==> src/hdl/msef_fifo.sv <==
module msef_fifo #(
  parameter int WIDTH = 8,
  parameter int DEPTH = 4
) (
  input  logic             clk,
  input  logic             rst,
  input  logic             push,
  input  logic [WIDTH-1:0] wdata,
  output logic             full,
  input  logic             pop,
  output logic [WIDTH-1:0] rdata,
  output logic             empty
);

  localparam int PW = $clog2(DEPTH);
  localparam int CW = $clog2(DEPTH + 1);

  logic [WIDTH-1:0] mem [DEPTH];
  logic [PW-1:0]    wr_ptr;
  logic [PW-1:0]    rd_ptr;
  logic [CW-1:0]    count;

  assign full  = (count == CW'(DEPTH));
  assign empty = (count == '0);
  assign rdata = mem[rd_ptr];

  always_ff @(posedge clk) begin
    if (rst) begin
      wr_ptr <= '0;
      rd_ptr <= '0;
      count  <= '0;
    end else begin
      if (push) begin
        wr_ptr <= (wr_ptr == PW'(DEPTH - 1)) ? '0 : wr_ptr + 1'b1;
      end
      if (pop) begin
        rd_ptr <= (rd_ptr == PW'(DEPTH - 1)) ? '0 : rd_ptr + 1'b1;
      end
      if (push && !pop) begin
        count <= count + 1'b1;
      end else if (pop && !push) begin
        count <= count - 1'b1;
      end
    end
  end

  always_ff @(posedge clk) begin
    if (push) begin
      mem[wr_ptr] <= wdata;
    end
  end

endmodule

==> config.mk <==
export PLATFORM = sky130hd
export DESIGN_NAME = msef_fifo
export DESIGN_NICKNAME = d
export VERILOG_FILES = /design/src/hdl/msef_fifo.sv
export SDC_FILE = /design/constraint.sdc
export NUM_CORES = 1
export LEC_CHECK = 0
export BUFFER_PORTS_ARGS = -buffer_cell sky130_fd_sc_hd__buf_4
export CAP_MARGIN = 10
export CORE_MARGIN = 5
export CORE_UTILIZATION = 50
export DETAILED_ROUTE_END_ITERATION = 10
export GPL_ROUTABILITY_DRIVEN = 1
export PLACE_DENSITY = 0.74
export SYNTH_ARGS = -nofsm -noshare
export SYNTH_HDL_FRONTEND = slang
export SYNTH_SLANG_ARGS = --single-unit
==> constraint.sdc <==
create_clock -name clk -period 1.55 [get_ports clk]
set_clock_uncertainty 0.05 [all_clocks]
set_input_delay 0.0775 -clock clk [delete_from_list [all_inputs] [get_ports clk]]
set_output_delay 0.0775 -clock clk [all_outputs]
set_load 0.05 [all_outputs]
=== After elaboration in Yosys (flattened, before gate mapping) ===
Memories as Yosys holds them, arrays and structs flattened. A register that Yosys moved wholly into a read port is not among the register bits.
Index checks and enable logic that the tools add are counted.

* Memories kept: 1
* Input port bits: 12
* Register bits after elaboration: 7
* Output and inout port bits: 10
* Logic and storage cells: 25
* Memory bits (writable): 32

* Mux-type cells: 8
* Reduce and logical (&&, ||, !) cells: 6
* Add/sub/neg operators: 4
* Equality and inequality tests: 3

{| class="wikitable"
|+ Memories
! name !! words !! width !! read ports !! clocked after memory_dff !! wr ports !! line !! text
|-
| mem || 4 || 8 || 1 || 1 || 1 || 18 || <nowiki>logic [WIDTH-1:0] mem [DEPTH];</nowiki>
|}

{| class="wikitable"
|+ Operator list
! kind !! number
|-
| 2-bit two-way mux || 4
|-
| 3-bit two-way mux || 2
|-
| 2-bit by 1-bit adder with 2-bit output (second input constant) || 2
|-
| 2-bit equality test (second input constant) || 2
|-
| 3-bit by 1-bit adder with 3-bit output (second input constant) || 1
|-
| 3-bit equality test (second input constant) || 1
|-
| 3-bit logical NOT || 1
|-
| 3-bit by 1-bit subtractor with 3-bit output (second input constant) || 1
|-
| 1-bit logical AND || 2
|-
| 1-bit logical NOT || 2
|-
| 1-bit two-way mux || 2
|-
| 2-bit nonzero test || 1
|}

=== Depth between registers and ports, before layout ===
* Word-level depth: 4
* Depth in mapped cells: 7
* Mapped depth without buffers: 7

=== Worst setup path after synthesis ===
Ideal clock, no wire load.

* Path kind: register to output
* Start point: register count[1]
* End point: output port full
* Buffers on the path: 0
* Cell stages (with the launch flop): 2
* Slack: -0.079 ns
* Data required time: 1.422 ns
* Arrival: 1.502 ns
* Cell sequence: dfxtp_1 -> nor3b_1

* Word-level cells in the longest chain between the ends: 1

{| class="wikitable"
|+ RTL lines
! element !! line !! text
|-
| start, declared || 21 || <nowiki>logic [CW-1:0] count;</nowiki>
|-
| start signal, assigned || 40 || <nowiki>count <= count + 1'b1;</nowiki>
|-
| start signal, assigned || 42 || <nowiki>count <= count - 1'b1;</nowiki>
|-
| 3-bit equality test || 23 || <nowiki>assign full = (count == CW'(DEPTH));</nowiki>
|-
| end, declared || 9 || <nowiki>output logic full,</nowiki>
|}

No other way between the ends.

==> out/metrics.yaml <==
cp_cell_sequence: "buf_12 -> mux4_2 -> buf_6"
htree_levels: 2
setup_violations: 8
max_stage_delay_ns: 0.52
cts.clk_slew.worst_paths_ns: 0.13
yosysMostFrequentCell: "edfxtp_1"
dr_wl_met2_mm: 1.47
drive_gt1_share_pct: 39.2
clkLatencyLatePin_ns: 0.34
grt_util_all_layers_pct: 13.9
met1Wirelength_mm: 1.00
slew_headroom_pct: 72.6
antenna_found_initial: 0
vias: 865
tightest_slew_ns: 0.411
start_util_pct: 52.3
reg2reg_depth: 4
clockBufferDepth: 2
required_ns: 1.42
grt_pass1_vias: 936
nFillCells: 230
drt_iter0_markers: 64
ant_nets: 0
yosysTopAreaCellShare_pct: 60.1
rows: 20
drc: 0
die_height_um: 66.5
synth_cell_types: 17
wire_per_inst_um: 15.0
antenna_cells: 0
hold_depth: 4
p_leak_nw: 0.777
hold_viol_final: 0
routed_wl_mm: 2.61
period_minus_slack_ns: 1.66
numCtsBuffers: 5
cts.sinks: 41
avgSynthCellArea_um2: 18.6
status: "complete, but fails checks"
syn_nets: 105
hpwl_mm: 1.72
post-route-period-util_pct: 107
synth_area_leaders: "edfxtp_1 60%, dfxtp_1 11%, mux4_2 11%"
violations: "setup timing"
ys_seq_area_share_pct: 71.4
tns_ns: -0.794
place.gp.congestion: 0.725
top_layer: "met4"
crit_arrival_ns: 1.53
synthFlopType: "edfxtp_1"
core_area_mm2: 0.00305
synth_edf_count: 32
stdcell_count: 174
max_freq_ghz: 0.602
setup_ws_ns: -0.112
synth_top_cell_by_area: "edfxtp_1"
port_buffers: 21
final_nets: 148
synthTopCellsByCount: "32 x edfxtp_1, 9 x dfxtp_1, 8 x mux4_2"
ys_ff_latch: 41
clock_tree.root_cell: "clkbuf_4"
io_pins: 22
dr.pass1.iters: 4
die_w_um: 66.5
hold_class: "input port to flip-flop"
cp_max_fo: 8
vias_per_cell: 4.97
async_flop_share_pct: 0
die-area_mm2: 0.00443
irDropWorstVdd_uv: 622
met3_wirelength_um: 97
hold_ws_ns: 0.0456
maxCapViolations: 0
critPathKind: "flip-flop to primary output"
syn_area_mm2: 0.00160
powerDensity_mw_per_mm2: 1110
end_kind: "primary output"
cts_tree: "built"
gr-total-overflow: 0
yosysWarnings: 0
netlist_instances: 86
rsz0062_at_grt: "true"
grt_max_degree: 14
critPathSlowestCell: "mux4_2"
dpl_worst_slack_ns: -0.0538
drv_slew: 0
power_mw: 2.29
area_delta_synth_final_pct: 29.2
grt_pass1_wl_mm: 4.35
placed_cells: 156
cp-start-kind: "flip-flop"
==> final timing paths <==
kind,startpoint,end,slack [ns]
max,flip-flop,rdata[6],-0.11
min,pop,flip-flop,0.05
max reg2reg,count[0]$_SDFFE_PP0P_,count[2]$_SDFFE_PP0P_,0.11
min reg2reg,count[2]$_SDFFE_PP0P_,count[2]$_SDFFE_PP0P_,0.49
==> area by class of cell <==
| cell class | instances | area [µm²] | share of cell area [%] |
|---|---|---|---|
| clock inverter | 3 | 17.5 | 0.848 |
| inverter | 4 | 15.0 | 0.727 |
| tap | 44 | 55.1 | 2.67 |
| multi-input combinational | 39 | 442 | 21.4 |
| clock buffer | 5 | 37.5 | 1.82 |
| timing repair buffer | 38 | 353 | 17.1 |
| sequential | 41 | 1140 | 55.5 |
==> stage by stage <==
stage | utilization (%) | instance area (µm²)
after floorplan | - | 1610
after global placement | 61.2 | 1870
after detailed placement | 61.2 | 1870
after CTS | 67.3 | 2060
after global routing | 67.6 | 2060
final | 67.6 | 2060
==> critical path: cells and delay by family (launching register included) <==
kind	cells	cell delay, ns
flip-flops	1	0.36
buffers and inverters	2	0.30
multiplexers	1	0.52
==> registers in the layout, summed over array words and instances (netlist names), named ones only <==
| register | flops |
|---|---|
| wr_ptr | 2 |
| count | 3 |
| mem | 32 |
| rd_ptr | 2 |
==> per-layer routing <==
metal,up-vias,global-route usage (%)
li1,410,-
met5,-,0
met3,5,4.22
met1,434,14.9
met4,0,6.09
met2,16,25.0
==> report_power, final <==
group	leakage, nW	switching (mW)	internal, mW
clock	0.0310	0.333	0.171
combinational	0.377	0.275	0.217
sequential	0.369	0.0408	1.25
total	0.777	0.649	1.64
==> cells in the final DEF (no fill, tap or decap), drive strengths merged <==
master,instances
nor3,1
o21ai,1
fa,1
dfxtp,9
clkinvlp,1
ha,6
dlygate4sd3,10
edfxtp,32
mux4,8
mux2i,4
buf,28
a21oi,2
inv,4
xor2,2
and2,4
nor3b,2
or3,1
nor2,7
clkbuf,5
clkinv,2
==> timing repair <==
item	in CTS	in global routing
resized for setup	9	4
hold endpoints to repair	41	0
buffers inserted	0	0
hold buffers	10	0
endpoints found under the setup margin	8	9
==> cells by family after synthesis <==
group                    count (synthesis)  share of synthesized area (%)
AO/OA/AOI/OAI                            3                          0.939
multiplexers                            12                           13.8
adder cells (fa/ha/maj)                  7                           5.95
XOR/XNOR                                 2                           1.10
flip-flops                              41                           71.4
AND/OR/NAND/NOR                         15                           4.85
buffers and inverters                    6                           1.96
Power figures use the tool's default switching activity.
