File: src/hdl/msef_pkg.sv
package msef_pkg;

  localparam int COL_W      = 10;
  localparam int ROW_W      = 5;
  localparam int CH_W       = 8;
  localparam int CH_MAX     = (1 << CH_W) - 1;
  localparam int OP_W       = 2;
  localparam int CFG_IDX_W  = 3;
  localparam int CFG_DATA_W = 11;
  localparam int TW_REG_W   = 11;
  localparam int TH_REG_W   = 6;
  localparam int WW_REG_W   = 10;

  localparam int DEF_MAX_TEXT_WIDTH  = 1024;
  localparam int DEF_MAX_TEXT_HEIGHT = 32;
  localparam int DEF_FADE_WIDTH      = 24;

  localparam logic [OP_W-1:0] OP_WRITE = 2'd0;
  localparam logic [OP_W-1:0] OP_TICK  = 2'd1;
  localparam logic [OP_W-1:0] OP_READ  = 2'd2;

  localparam logic [CFG_IDX_W-1:0] CFG_TEXT_WIDTH   = 3'd0;
  localparam logic [CFG_IDX_W-1:0] CFG_TEXT_HEIGHT  = 3'd1;
  localparam logic [CFG_IDX_W-1:0] CFG_WINDOW_WIDTH = 3'd2;
  localparam logic [CFG_IDX_W-1:0] CFG_FADE_RED     = 3'd3;
  localparam logic [CFG_IDX_W-1:0] CFG_FADE_GREEN   = 3'd4;
  localparam logic [CFG_IDX_W-1:0] CFG_FADE_BLUE    = 3'd5;

  typedef struct packed {
    logic [OP_W-1:0]  operation;
    logic [COL_W-1:0] column;
    logic [ROW_W-1:0] row;
    logic [CH_W-1:0]  in_red;
    logic [CH_W-1:0]  in_green;
    logic [CH_W-1:0]  in_blue;
  } item_t;

  typedef struct packed {
    logic [CH_W-1:0] out_red;
    logic [CH_W-1:0] out_green;
    logic [CH_W-1:0] out_blue;
  } result_t;

  typedef struct packed {
    logic [TW_REG_W-1:0] text_width;
    logic [TH_REG_W-1:0] text_height;
    logic [WW_REG_W-1:0] window_width;
    logic [CH_W-1:0]     fade_red;
    logic [CH_W-1:0]     fade_green;
    logic [CH_W-1:0]     fade_blue;
  } cfg_t;

  localparam cfg_t CFG_RESET = '{
    text_width:   11'd1024,
    text_height:  6'd32,
    window_width: 10'd100,
    fade_red:     8'd255,
    fade_green:   8'd255,
    fade_blue:    8'd255
  };

  // queue entry, fixed part
  typedef struct packed {
    logic             is_write;
    logic             ok;
    logic [COL_W-1:0] column;
    logic [ROW_W-1:0] row;
    logic [3*CH_W-1:0] pixel;
  } q_item_t;

  function automatic int sum_width(int max_w);
    int sw;
    sw = $clog2(max_w);
    return ((sw > COL_W) ? sw : COL_W) + 1;
  endfunction

endpackage

File: src/hdl/msef_front.sv
module msef_front import msef_pkg::*; #(
  parameter int MAX_TEXT_WIDTH  = DEF_MAX_TEXT_WIDTH,
  parameter int MAX_TEXT_HEIGHT = DEF_MAX_TEXT_HEIGHT
) (
  input  logic                                  clk,
  input  logic                                  rst,
  input  cfg_t                                  cfg,
  input  logic [$clog2(MAX_TEXT_WIDTH):0]       tw_eff,
  input  logic                                  item_valid,
  output logic                                  item_stall,
  input  item_t                                 item,
  input  logic                                  q_full,
  output logic                                  q_push,
  output q_item_t                               q_item,
  output logic [sum_width(MAX_TEXT_WIDTH)-1:0]  q_sum
);

  localparam int SCR_W = $clog2(MAX_TEXT_WIDTH);
  localparam int TW_W  = SCR_W + 1;
  localparam int SUM_W = sum_width(MAX_TEXT_WIDTH);
  localparam int CNT_W = $clog2(SCR_W + 1);

  localparam logic NRM_IDLE = 1'b0;
  localparam logic NRM_RUN  = 1'b1;

  logic             nrm_state;
  logic [CNT_W-1:0] nrm_cnt;
  logic [SCR_W-1:0] nrm_div;
  logic [SCR_W-1:0] nrm_rem;
  logic [SCR_W-1:0] rem_next;
  logic [TW_W-1:0]  nrm_t;
  logic [SCR_W-1:0] scroll;
  logic [SCR_W-1:0] scroll_tick;
  logic             not_yet_stepped;
  logic             need_norm;
  logic             accept;
  logic             is_write;

  // a tick that finds the scroll column beyond a shrunk text width
  // first reduces it by restoring division
  assign need_norm = item_valid && (item.operation == OP_TICK) &&
                     (TW_W'(scroll) >= tw_eff);
  assign item_stall = q_full || (nrm_state == NRM_RUN) || need_norm;
  assign accept = item_valid && !item_stall;

  always_comb begin
    nrm_t = {nrm_rem, nrm_div[SCR_W-1]};
    if (nrm_t >= tw_eff) begin
      nrm_t = nrm_t - tw_eff;
    end
    rem_next = nrm_t[SCR_W-1:0];
  end

  always_comb begin
    if (not_yet_stepped) begin
      scroll_tick = '0;
    end else if (TW_W'(scroll) + 1'b1 == tw_eff) begin
      scroll_tick = '0;
    end else begin
      scroll_tick = scroll + 1'b1;
    end
  end

  always_ff @(posedge clk) begin
    if (rst) begin
      nrm_state       <= NRM_IDLE;
      nrm_cnt         <= '0;
      scroll          <= '0;
      not_yet_stepped <= 1'b1;
    end else begin
      unique case (nrm_state)
        NRM_IDLE: begin
          if (need_norm) begin
            nrm_state <= NRM_RUN;
            nrm_div   <= scroll;
            nrm_rem   <= '0;
            nrm_cnt   <= '0;
          end else if (accept && item.operation == OP_TICK) begin
            scroll          <= scroll_tick;
            not_yet_stepped <= 1'b0;
          end
        end
        NRM_RUN: begin
          nrm_div <= nrm_div << 1;
          nrm_rem <= rem_next;
          nrm_cnt <= nrm_cnt + 1'b1;
          if (nrm_cnt == CNT_W'(SCR_W - 1)) begin
            scroll    <= rem_next;
            nrm_state <= NRM_IDLE;
          end
        end
        default: nrm_state <= NRM_IDLE;
      endcase
    end
  end

  assign is_write = (item.operation == OP_WRITE);
  assign q_push = accept && (is_write || item.operation == OP_READ);

  always_comb begin
    q_item.is_write = is_write;
    if (is_write) begin
      q_item.ok = (32'(item.column) < MAX_TEXT_WIDTH) && (32'(item.row) < MAX_TEXT_HEIGHT);
    end else begin
      q_item.ok = ({1'b0, item.row} < cfg.text_height) && (32'(item.row) < MAX_TEXT_HEIGHT);
    end
    q_item.column = item.column;
    q_item.row    = item.row;
    q_item.pixel  = {item.in_red, item.in_green, item.in_blue};
  end

  assign q_sum = SUM_W'(scroll) + SUM_W'(item.column);

endmodule

File: config.mk
export PLATFORM = sky130hd
export DESIGN_NAME = msef_front
export DESIGN_NICKNAME = d
export VERILOG_FILES = /design/src/hdl/msef_pkg.sv /design/src/hdl/msef_front.sv
export SDC_FILE = /design/constraint.sdc
export NUM_CORES = 1
export LEC_CHECK = 0
export ABC_AREA = 1
export BUFFER_PORTS_ARGS = -buffer_cell sky130_fd_sc_hd__buf_2
export CAP_MARGIN = 15
export CELL_PAD_IN_SITES_DETAIL_PLACEMENT = 0
export CELL_PAD_IN_SITES_GLOBAL_PLACEMENT = 1
export CORE_MARGIN = 2
export CORE_UTILIZATION = 33
export DETAILED_ROUTE_END_ITERATION = 8
export PLACE_DENSITY_LB_ADDON = 0.1
export SKIP_CTS_REPAIR_TIMING = 1
export SYNTH_ARGS = -nofsm -noshare
export SYNTH_HDL_FRONTEND = slang
export SYNTH_SLANG_ARGS = --single-unit
File: constraint.sdc
create_clock -name clk -period 3.2 [get_ports clk]
set_input_delay 0.64 -clock clk [delete_from_list [all_inputs] [get_ports clk]]
set_output_delay 0.64 -clock clk [all_outputs]
set_load 0.01 [all_outputs]
# ---- Yosys cells after proc, flatten, opt, wreduce, memory -nomap -nowiden
# Cells that the tools add are included.
dict set report word_totals {
  regBits 36
  inputBits 107
  out_inout_bits 54
}
dict set report classes {
  n_addsub 5
  magnitude_cmp 3
  eq_ne 8
  muxes 17
  bitwise_logic 3
  n_reduce_logical 13
}
# cell count
set ops {}
lappend ops {{two-way mux 10 bit} 8}
lappend ops {{one-hot mux 10 bit (2 select lines)} 3}
lappend ops {{adder 10 x 1 -> 11 bit (second input constant)} 1}
lappend ops {{adder 10 x 10 -> 11 bit} 1}
lappend ops {{== test 11 bit} 1}
lappend ops {{greater-or-equal comparator 10 x 11 -> 1 bit} 1}
lappend ops {{greater-or-equal comparator 11 bit} 1}
lappend ops {{adder 10 x 1 -> 10 bit (second input constant)} 1}
lappend ops {{subtractor 10 bit} 1}
lappend ops {{one-hot mux 4 bit (2 select lines)} 1}
lappend ops {{< comparator 5 x 6 -> 1 bit} 1}
lappend ops {{inequality test 2 bit (second input constant)} 3}
lappend ops {{AND reduction 3 bit} 2}
lappend ops {{logical AND 1 bit} 5}
lappend ops {{adder 4 x 1 -> 4 bit (second input constant)} 1}
lappend ops {{== test 4 bit (second input constant)} 1}
lappend ops {{two-way mux 4 bit} 1}
lappend ops {{logical OR 1 bit} 3}
lappend ops {{two-way mux 1 bit} 3}
lappend ops {{inverter 1 bit} 3}
lappend ops {{== test 2 x 1 -> 1 bit (second input constant)} 1}
lappend ops {{== test 2 bit (second input constant)} 1}
lappend ops {{zero test 2 bit} 1}
lappend ops {{inequality test 2 x 1 -> 1 bit (second input constant)} 1}
lappend ops {{3 further kinds} 3}

# ---- Depth between registers and ports, before layout
# Gate-level depths: netlist (run 1).
dict set report depth {
  depth_word 10
  mapped_depth 16
  depth_no_buf 15
}

# ---- Worst setup path before layout (run 1)
# No wires, ideal clock.
dict set report synth_path {
  path_type {input port to flip-flop}
  startpoint {input tw_eff[6]}
  endpoint {register nrm_div[0] (enable)}
  setup_time_ns 0.404
  t_arrival_ns 2.511
  slack_ns 0.285
  cell_stages 8
  path_cell_list {inv_1 -> ha_1 -> nand2_1 -> nor3_1 -> nand4_1 -> nand2_1 -> nand2_1 -> a21oi_1}
}
dict set report synth_between {
  elab_chain_len 4
}
# item line_no
set synth_lines {}
lappend synth_lines {{start: declaration} msef_front.sv:8} ;# input logic [$clog2(MAX_TEXT_WIDTH):0] tw_eff,
lappend synth_lines {{greater-or-equal comparator 10 x 11 -> 1 bit} msef_front.sv:42} ;# (TW_W'(scroll) >= tw_eff);
lappend synth_lines {{logical AND 1 bit} msef_front.sv:41} ;# assign need_norm = item_valid && (item.operation == OP_TICK) &&
lappend synth_lines {{inequality test 2 bit (no source line)} -}
lappend synth_lines {{AND reduction 2 bit (no source line)} -}
lappend synth_lines {{end signal: assignment} msef_front.sv:75} ;# nrm_div <= scroll;
lappend synth_lines {{end signal: assignment} msef_front.sv:84} ;# nrm_div <= nrm_div << 1;
lappend synth_lines {{end: declaration} msef_front.sv:28} ;# logic [SCR_W-1:0] nrm_div;
# Every way passes these cells.
# A chain may end at the register's enable or synchronous reset.

# ---- Worst setup path in the final report (run 1)
dict set report layout_path {
  startpoint {input item[29] in the netlist's numbering}
  endpoint {output q_sum[8]}
}
dict set report layout_between {
  elab_chain_len 1
}
# item line_no
set layout_lines {}
lappend layout_lines {{start: declaration} msef_front.sv:11} ;# input item_t item,
lappend layout_lines {{adder 10 x 10 -> 11 bit} msef_front.sv:112} ;# assign q_sum = SUM_W'(scroll) + SUM_W'(item.column);
lappend layout_lines {{end: declaration} msef_front.sv:15} ;# output logic [sum_width(MAX_TEXT_WIDTH)-1:0] q_sum
# Every way passes these cells.

==> results.cfg, run 1 <==
[floorplan]
start_util = 0.337
fp.dieW_um = 112
dieArea_sq_mm = 0.0125
core_area_sq_mm = 0.0114
rows = 39
die_h_um = 112
pin_count = 161

[logic_synthesis]
synth_seq_cells = 36
synth_top_cell_by_area = edfxtp_1
ys_warn_count = 0
yosysTopAreaCellShare = 0.156
synth_most_common_cell = nand2_1
avgSynthCellArea_sq_um = 6.62
synth_area_sq_mm = 0.00385
seq_area_frac_synth = 0.239
syn-num-nets = 728
netlist_top_cells_count = 153 x nand2_1, 105 x inv_1, 62 x nand3_1, 41 x buf_4, 38 x ha_1
async_reset_ff_frac = 0
netlist_instances = 581
synthFlopType = edfxtp_1
synth_edf_count = 20
ys_types = 35
ys_top_cells_by_area = edfxtp_1 16%, nand2_1 15%, ha_1 12%

[detailed_routing]
wl_um = 10500
route.detailed.drc = 0
drtIter0Drc = 200
vias_per_cell = 4.70
num_vias = 3559
final_antenna_net_count = 0
drtPass1Iterations = 4
post_drt_wl_per_cell_um = 13.8

[global_routing]
grt_pass1_wl_um = 16900
grt_use_met1 = 0.242
grt.total_usage = 0.170
grt_max_degree = 31
gr-usage-met2 = 0.270
gr-total-overflow = 0
grt_pass1_vias = 3368
grt-busiest-layer = met2
grt_use_met3 = 0.0294
antenna_found_initial = 0

[power_and_ir_drop]
power.clock.fraction = 0.425
pwr-share-seq = 0.369
p_sw_frac = 0.283
power_density_mw_per_mm2 = 317
power_switching_mw = 0.382
p_int_mw = 0.967
vdd_ir_drop_max_uv = 222
p_comb_frac = 0.206
p_leak_nw = 2.36

[clock_network]
cts_tree = done
clk_pin_slew_ns = 0.06
cts_buffers = 5
clockRootBuffer = clkbuf_16
htree_levels = 2
cts_buffer_depth = 2
clock_sinks = 36
clk_latency_ns = 0.29

[status]
status = finished, final reports clean

[placement]
place_hpwl_um = 8360
gp_congestion = 0.848
dp_cells = 750
io_buffers = 67
place_worst_setup_slack_ns = 0.132

[worst_setup_path]
worstSetupPathType = input port to output port
path_max_fanout = 3
worst_setup_path_start_kind = input port
cp_data_arrival_time_ns = 2.38
rrSetupSlack_ns = 0.84
required_ns = 2.56
setup.worst_path.end_class = output port

[finish]
instances_no_fill = 758
antenna_cells = 0
area_growth_pct = 10.8
nNetsFinal = 761
layout-drive-gt1-share = 0.161
fill_cells = 1268

[sta]
finalSetupViolCount = 0
tns_ns = 0
clock_skew_ns = 0.00517
timing.final.crit_share = 0.943
hold_viol = 0
slew-limit-headroom = 0.465
maxSlewViolCount = 0
rsz0062_at_grt = no
fin_ws_ns = 0.182
tightest_slew_ns = 0.800
fmax_mhz = 331
fin_crit_ns = 3.02

[min_path]
hp-class = register to register

[flow_run]
maxCapViolCount = 0
==> through the flow <==
step | util | hold WS [ns] | area, sq um | power, mW
after global routing | 0.373 | 0.455 | 4260 | 1.42
after global placement | 0.358 | 0.422 | 4090 | 0.787
after detailed placement | 0.358 | 0.427 | 4090 | 0.788
after CTS | 0.373 | 0.444 | 4260 | 1.37
final | 0.373 | 0.444 | 4260 | 1.35
after floorplan | - | 0.411 | 3850 | 0.729
==> worst max-delay path: stages <==
cell	delay, ns
buf_2	0.09
ha_1	0.22
inv_1	0.09
fa_1	0.42
o21ai_2	0.17
nand2_1	0.07
nand2_1	0.05
nand2_1	0.05
nand2_1	0.10
nand2_1	0.06
nand2_1	0.05
a21oi_1	0.06
xor2_1	0.14
buf_2	0.14
==> power groups by stage <==
stage	clock network [mW]	logic (mW)	registers [mW]
after floorplan	0	0.223	0.506
after global placement	0	0.279	0.508
after detailed placement	0	0.280	0.508
after CTS	0.588	0.281	0.498
after global routing	0.607	0.318	0.499
final	0.573	0.278	0.498
==> metal layers <==
metal  share of wire  vias up
met5               0        -
met4           0.013        0
met2            0.45       83
li1                -     1883
met3           0.051       17
met1            0.48     1576
==> logic make-up (layout without fill, tap and decap cells) <==
family,count (synthesis),in the layout,synth area share
AOI/OAI and AO/OA,57,57,0.0813
buffers and inverters,156,190,0.193
DFF,36,36,0.239
and+or+nand+nor,277,277,0.318
adders and majority gates,40,40,0.134
xor gates and xnor gates,15,15,0.0342
==> cell type report <==
cell class / count / area (sq um) / share of cell area
Tap cell: 143 / 179 / 0.0420
Timing Repair Buffer: 76 / 403 / 0.0945
Multi-Input combinational cell: 389 / 2190 / 0.515
Clock inverter: 3 / 42.5 / 0.00998
Inverter: 106 / 398 / 0.0934
Sequential cell: 36 / 921 / 0.216
Clock buffer: 5 / 125 / 0.0294
==> final timing paths <==
path                                   endpoint             from  cells past startpoint
worst min register to register  not_yet_stepped  not_yet_stepped                      2
worst max-delay path                   q_sum[8]         item[29]                     14
worst min-delay path            not_yet_stepped  not_yet_stepped                      2
worst max register to register        scroll[1]       nrm_rem[1]                     13
==> state kept, by name, indices dropped and copies added (netlist names) <==
register / cells
nrm_div: 10
nrm_cnt: 4
scroll: 10
nrm_rem: 10
nrm_state: 1
not_yet_stepped: 1
==> cell usage in the layout (no fill, tap or decap), drive strengths merged <==
cell / n
nand4: 8
o21bai: 4
clkinvlp: 1
xor2: 13
edfxtp: 20
o2111ai: 2
a21oi: 30
and3b: 1
clkinv: 1
or2: 3
and3: 1
nand2: 154
ha: 38
o21ai: 17
buf: 76
or3: 1
clkbuf: 5
nand3b: 4
bufinv: 1
o22ai: 1
xnor2: 2
a21o: 1
o221ai: 1
nor3b: 1
dfxtp: 16
fa: 2
nor3: 3
inv: 106
nand3: 63
nor2: 38
o211ai: 1
(Power assumes the default switching activity.)
==> run 2, diff against run 1 <==
==> constraint.sdc (replaced) <==
create_clock -name clk -period 3.2 [get_ports clk]
set_input_delay 0.32 -clock clk [delete_from_list [all_inputs] [get_ports clk]]
set_output_delay 0.32 -clock clk [all_outputs]
set_load 0.01 [all_outputs]
==> results.cfg, run 2 (same netlist as run 1, synthesis figures left out) <==
[status]
status = finished, final reports clean

[global_routing]
grt_use_met3 = 0.0212
grt_use_met1 = 0.233
gr-total-overflow = 0
gr-usage-met2 = 0.269
grt.total_usage = 0.164
grt-busiest-layer = met2
grt_pass1_wl_um = 16400
antenna_found_initial = 0
grt_pass1_vias = 3314
grt_max_degree = 36

[clock_network]
clock_sinks = 36
cts_buffers = 5
clockRootBuffer = clkbuf_16
clk_pin_slew_ns = 0.06
cts_tree = done
clk_latency_ns = 0.28
htree_levels = 2
cts_buffer_depth = 2

[sta]
tightest_slew_ns = 0.751
slew-limit-headroom = 0.498
clock_skew_ns = 0.00700
finalSetupViolCount = 0
maxSlewViolCount = 0
hold_viol = 0
timing.final.crit_share = 0.888
tns_ns = 0
fin_crit_ns = 2.84
rsz0062_at_grt = no
fmax_mhz = 352

[worst_setup_path]
worstSetupPathType = register to output port
required_ns = 2.88
path_max_fanout = 5
rrSetupSlack_ns = 0.79
crit_chain = ha_1 > inv_1 > fa_1 > o21ai_0 > nand2_1 > nand2_1 > nand2_1 > nand2_1 > nand2_1 > nand2_1 > a21oi_1 > xor2_1 > buf_2
cpLargestDelayFamily = adder cells
crit_buf_inv = 2
path_common_cell = nand2_1
cp_data_arrival_time_ns = 2.52
cpPeakStageDelay_ns = 0.44
worst_setup_path_start_kind = register
setup.worst_path.end_class = output port
crit_slowest_cell = fa_1

[power_and_ir_drop]
p_comb_frac = 0.198
pwr-share-seq = 0.364
power.clock.fraction = 0.438
p_int_mw = 1.01
power_switching_mw = 0.364
vdd_ir_drop_max_uv = 163
p_sw_frac = 0.265
p_leak_nw = 2.35
power_density_mw_per_mm2 = 324

[floorplan]
rows = 39
dieArea_sq_mm = 0.0125
start_util = 0.337
die_h_um = 112
fp.dieW_um = 112
pin_count = 161
core_area_sq_mm = 0.0114

[placement]
io_buffers = 67
place_hpwl_um = 8340
dp_cells = 746
gp_congestion = 0.833

[finish]
area_growth_pct = 10.2
reg.largest.list = nrm_div x10, nrm_rem x10, scroll x10
layout-drive-gt1-share = 0.152
final_cell_mix = 153 x nand2_1, 105 x inv_1, 67 x buf_2, 62 x nand3_1, 38 x ha_1
nNetsFinal = 757
utilization = 0.371
final_common_cell = nand2_1
instances_no_fill = 754
antenna_cells = 0

[detailed_routing]
vias_per_cell = 4.66
drtIter0Drc = 167
final_antenna_net_count = 0
route.detailed.drc = 0
drtPass1Iterations = 4
post_drt_wl_per_cell_um = 13.6
wl_um = 10300
num_vias = 3513

[flow_run]
maxCapViolCount = 0

[min_path]
hp-class = input port to register
## run 2: stage by stage
| stage | hold WS (ns) | setup slack, ns | power [mW] | instance area, sq um |
|---|---|---|---|---|
| after global routing | 0.293 | 0.112 | 1.45 | 4240 |
| after global placement | 0.428 | 0.628 | 0.784 | 4060 |
| after detailed placement | 0.432 | 0.654 | 0.785 | 4060 |
| final | 0.281 | 0.357 | 1.37 | 4240 |
| after CTS | 0.279 | 0.317 | 1.39 | 4240 |
| after floorplan | 0.389 | 0.590 | 0.729 | 3850 |
## run 2: final cells by class
| cell class | instances | area, sq um |
|---|---|---|
| fillers | 1263 | 7180 |
| multi-input cells | 389 | 2190 |
| inverters | 106 | 398 |
| clock inverters | 1 | 30.0 |
| repair buffers | 72 | 373 |
| well taps | 143 | 179 |
| flip-flops and latches | 36 | 921 |
| clock buffers | 7 | 153 |
## run 2: final timing paths
check                  start               to  depth (start not counted)
max reg2reg        scroll[2]        scroll[1]                         12
min reg2reg  not_yet_stepped  not_yet_stepped                          2
max                scroll[0]         q_sum[8]                         13
min                      rst       nrm_cnt[1]                          2
## run 2: worst register-to-register path, stage by stage (launching register included)
cell	delay, ns
dfxtp_1	0.55
ha_1	0.34
a21oi_1	0.13
o21ai_0	0.11
nand3_1	0.08
inv_1	0.04
nor2_1	0.22
nand4_1	0.12
buf_4	0.22
nand2_2	0.23
nand3_1	0.18
nand2_1	0.09
inv_1	0.03
## run 2: layer usage
layer,routed length [um],share of wire,up-vias
li1,-,-,1878
met1,4970,0.48,1548
met2,4710,0.46,75
met3,496,0.048,12
met4,99,0.0096,0
met5,0,0,-
## run 2: power by group through the flow
stage / Clock, mW / Sequential, mW / Combinational, mW
after floorplan: 0 / 0.506 / 0.223
after global placement: 0 / 0.511 / 0.274
after detailed placement: 0 / 0.510 / 0.274
after CTS: 0.619 / 0.500 / 0.276
after global routing: 0.634 / 0.501 / 0.311
final: 0.601 / 0.500 / 0.272
==> run 3, diff against run 2 <==
==> constraint.sdc (replaced) <==
create_clock -name clk -period 3.2 [get_ports clk]
set_input_delay 0.32 -clock clk [delete_from_list [all_inputs] [get_ports clk]]
set_output_delay 0.32 -clock clk [all_outputs]
set_load 0.1 [all_outputs]
==> results.cfg, run 3 (same netlist as run 1, synthesis figures left out) <==
[status]
status = finished, final reports clean

[finish]
final_cell_mix = 153 x nand2_1, 105 x inv_1, 66 x buf_2, 62 x nand3_1, 38 x ha_1
design_area_sq_mm = 0.00430
instances_no_fill = 760
utilization = 0.376
final_common_cell = nand2_1
antenna_cells = 0
nNetsFinal = 763
area_growth_pct = 11.7
reg.largest.list = nrm_div x10, nrm_rem x10, scroll x10
layout-drive-gt1-share = 0.164

[placement]
io_buffers = 67
place_hpwl_um = 8190
gp_congestion = 0.849
dp_cells = 752
place_area_sq_mm = 0.00413

[power_and_ir_drop]
power_density_mw_per_mm2 = 359
vdd_ir_drop_max_uv = 228
p_leak_nw = 2.38

[worst_setup_path]
setup.worst_path.end_class = output port
worstSetupPathType = register to output port
required_ns = 2.88
path_max_fanout = 3
worst_setup_path_start_kind = register
cp_data_arrival_time_ns = 2.57
timing.rr.start = scroll[1]
startpoint = scroll[0]

[detailed_routing]
post_drt_wl_per_cell_um = 13.3
num_vias = 3557
drtPass1Iterations = 4
final_antenna_net_count = 0
vias_per_cell = 4.68
wl_um = 10100
drtIter0Drc = 175
route.detailed.drc = 0

[global_routing]
antenna_found_initial = 0
grt.total_usage = 0.166
grt_pass1_wl_um = 16500
grt_pass1_vias = 3381
grt_max_degree = 31
gr-total-overflow = 0

[sta]
tightest_slew_ns = 0.487
clock_skew_ns = 0.00390
fin_crit_ns = 2.89
rsz0062_at_grt = no
finalSetupViolCount = 0
timing.final.crit_share = 0.902
maxSlewViolCount = 0
holdWs_ns = 0.268
fmax_mhz = 346
hold_viol = 0
slew-limit-headroom = 0.677

[clock_network]
clock_sinks = 36
clockRootBuffer = clkbuf_16
htree_levels = 2
clk_pin_slew_ns = 0.06
clk_latency_ns = 0.29
cts_buffers = 5
cts_buffer_depth = 2
cts_tree = done

[floorplan]
rows = 39
core_area_sq_mm = 0.0114
start_util = 0.337
pin_count = 161
fp.dieW_um = 112
dieArea_sq_mm = 0.0125
die_h_um = 112

[min_path]
min_from = rst
hp-class = input port to register

[flow_run]
maxCapViolCount = 0
==> run 3: cell types whose count changed in the layout (fill, tap and decap cells not counted), sizes merged <==
cell	change
clkinv	+1
buf	+5
==> run 3: metal layers <==
| layer | up-vias | track usage | routed length (um) |
|---|---|---|---|
| met2 | 94 | 0.268 | 4530 |
| met4 | 0 | 0.0463 | 187 |
| li1 | 1883 | - | - |
| met3 | 18 | 0.0332 | 619 |
| met1 | 1562 | 0.226 | 4810 |
| met5 | - | 0 | 0 |
==> run 3: path summary, 6_finish.rpt <==
kind,endpoint,slack [ns],cells after the start
setup / recovery,q_sum[8],0.31,13
hold / removal,nrm_cnt[3],0.27,2
setup reg to reg,scroll[1],0.85,15
hold reg to reg,not_yet_stepped,0.45,2
==> run 3: worst max-delay path, stage by stage (launching register included) <==
cell and delay, ns:
dfxtp_1 0.33, ha_1 0.22, inv_1 0.08, fa_1 0.45, o21ai_1 0.22, nand2_1 0.08
nand2_1 0.06, nand2_1 0.05, nand2_1 0.12, nand2_1 0.07, nand2_1 0.06, a21oi_1 0.08
xor2_2 0.12, clkbuf_4 0.34
==> run 3: area by class of cell <==
type,count,area [sq um]
Fill cell,1261,7120
Multi-Input combinational cell,389,2210
Sequential cell,36,921
Timing Repair Buffer,78,420
Inverter,106,398
Tap cell,143,179
Clock buffer,6,129
Clock inverter,2,35.0
==> run 3: where the power goes <==
group | internal (mW) | total (mW) | switching (mW) | leakage [nW]
clock network | 0.367 | 0.568 | 0.201 | 0.0808
logic | 0.113 | 0.479 | 0.365 | 1.98
registers | 0.490 | 0.496 | 0.00599 | 0.315
==> run 3: per-stage QoR <==
step / TNS, ns / setup slack, ns / total power, mW
3_3_place_gp: 0 / 0.346 / 0.985
2_1_floorplan: -0.0529 / -0.0529 / 1.04
6_report: 0 / 0.313 / 1.54
5_1_grt: 0 / 0.0862 / 1.61
3_5_place_dp: 0 / 0.347 / 0.986
4_1_cts: 0 / 0.108 / 1.56
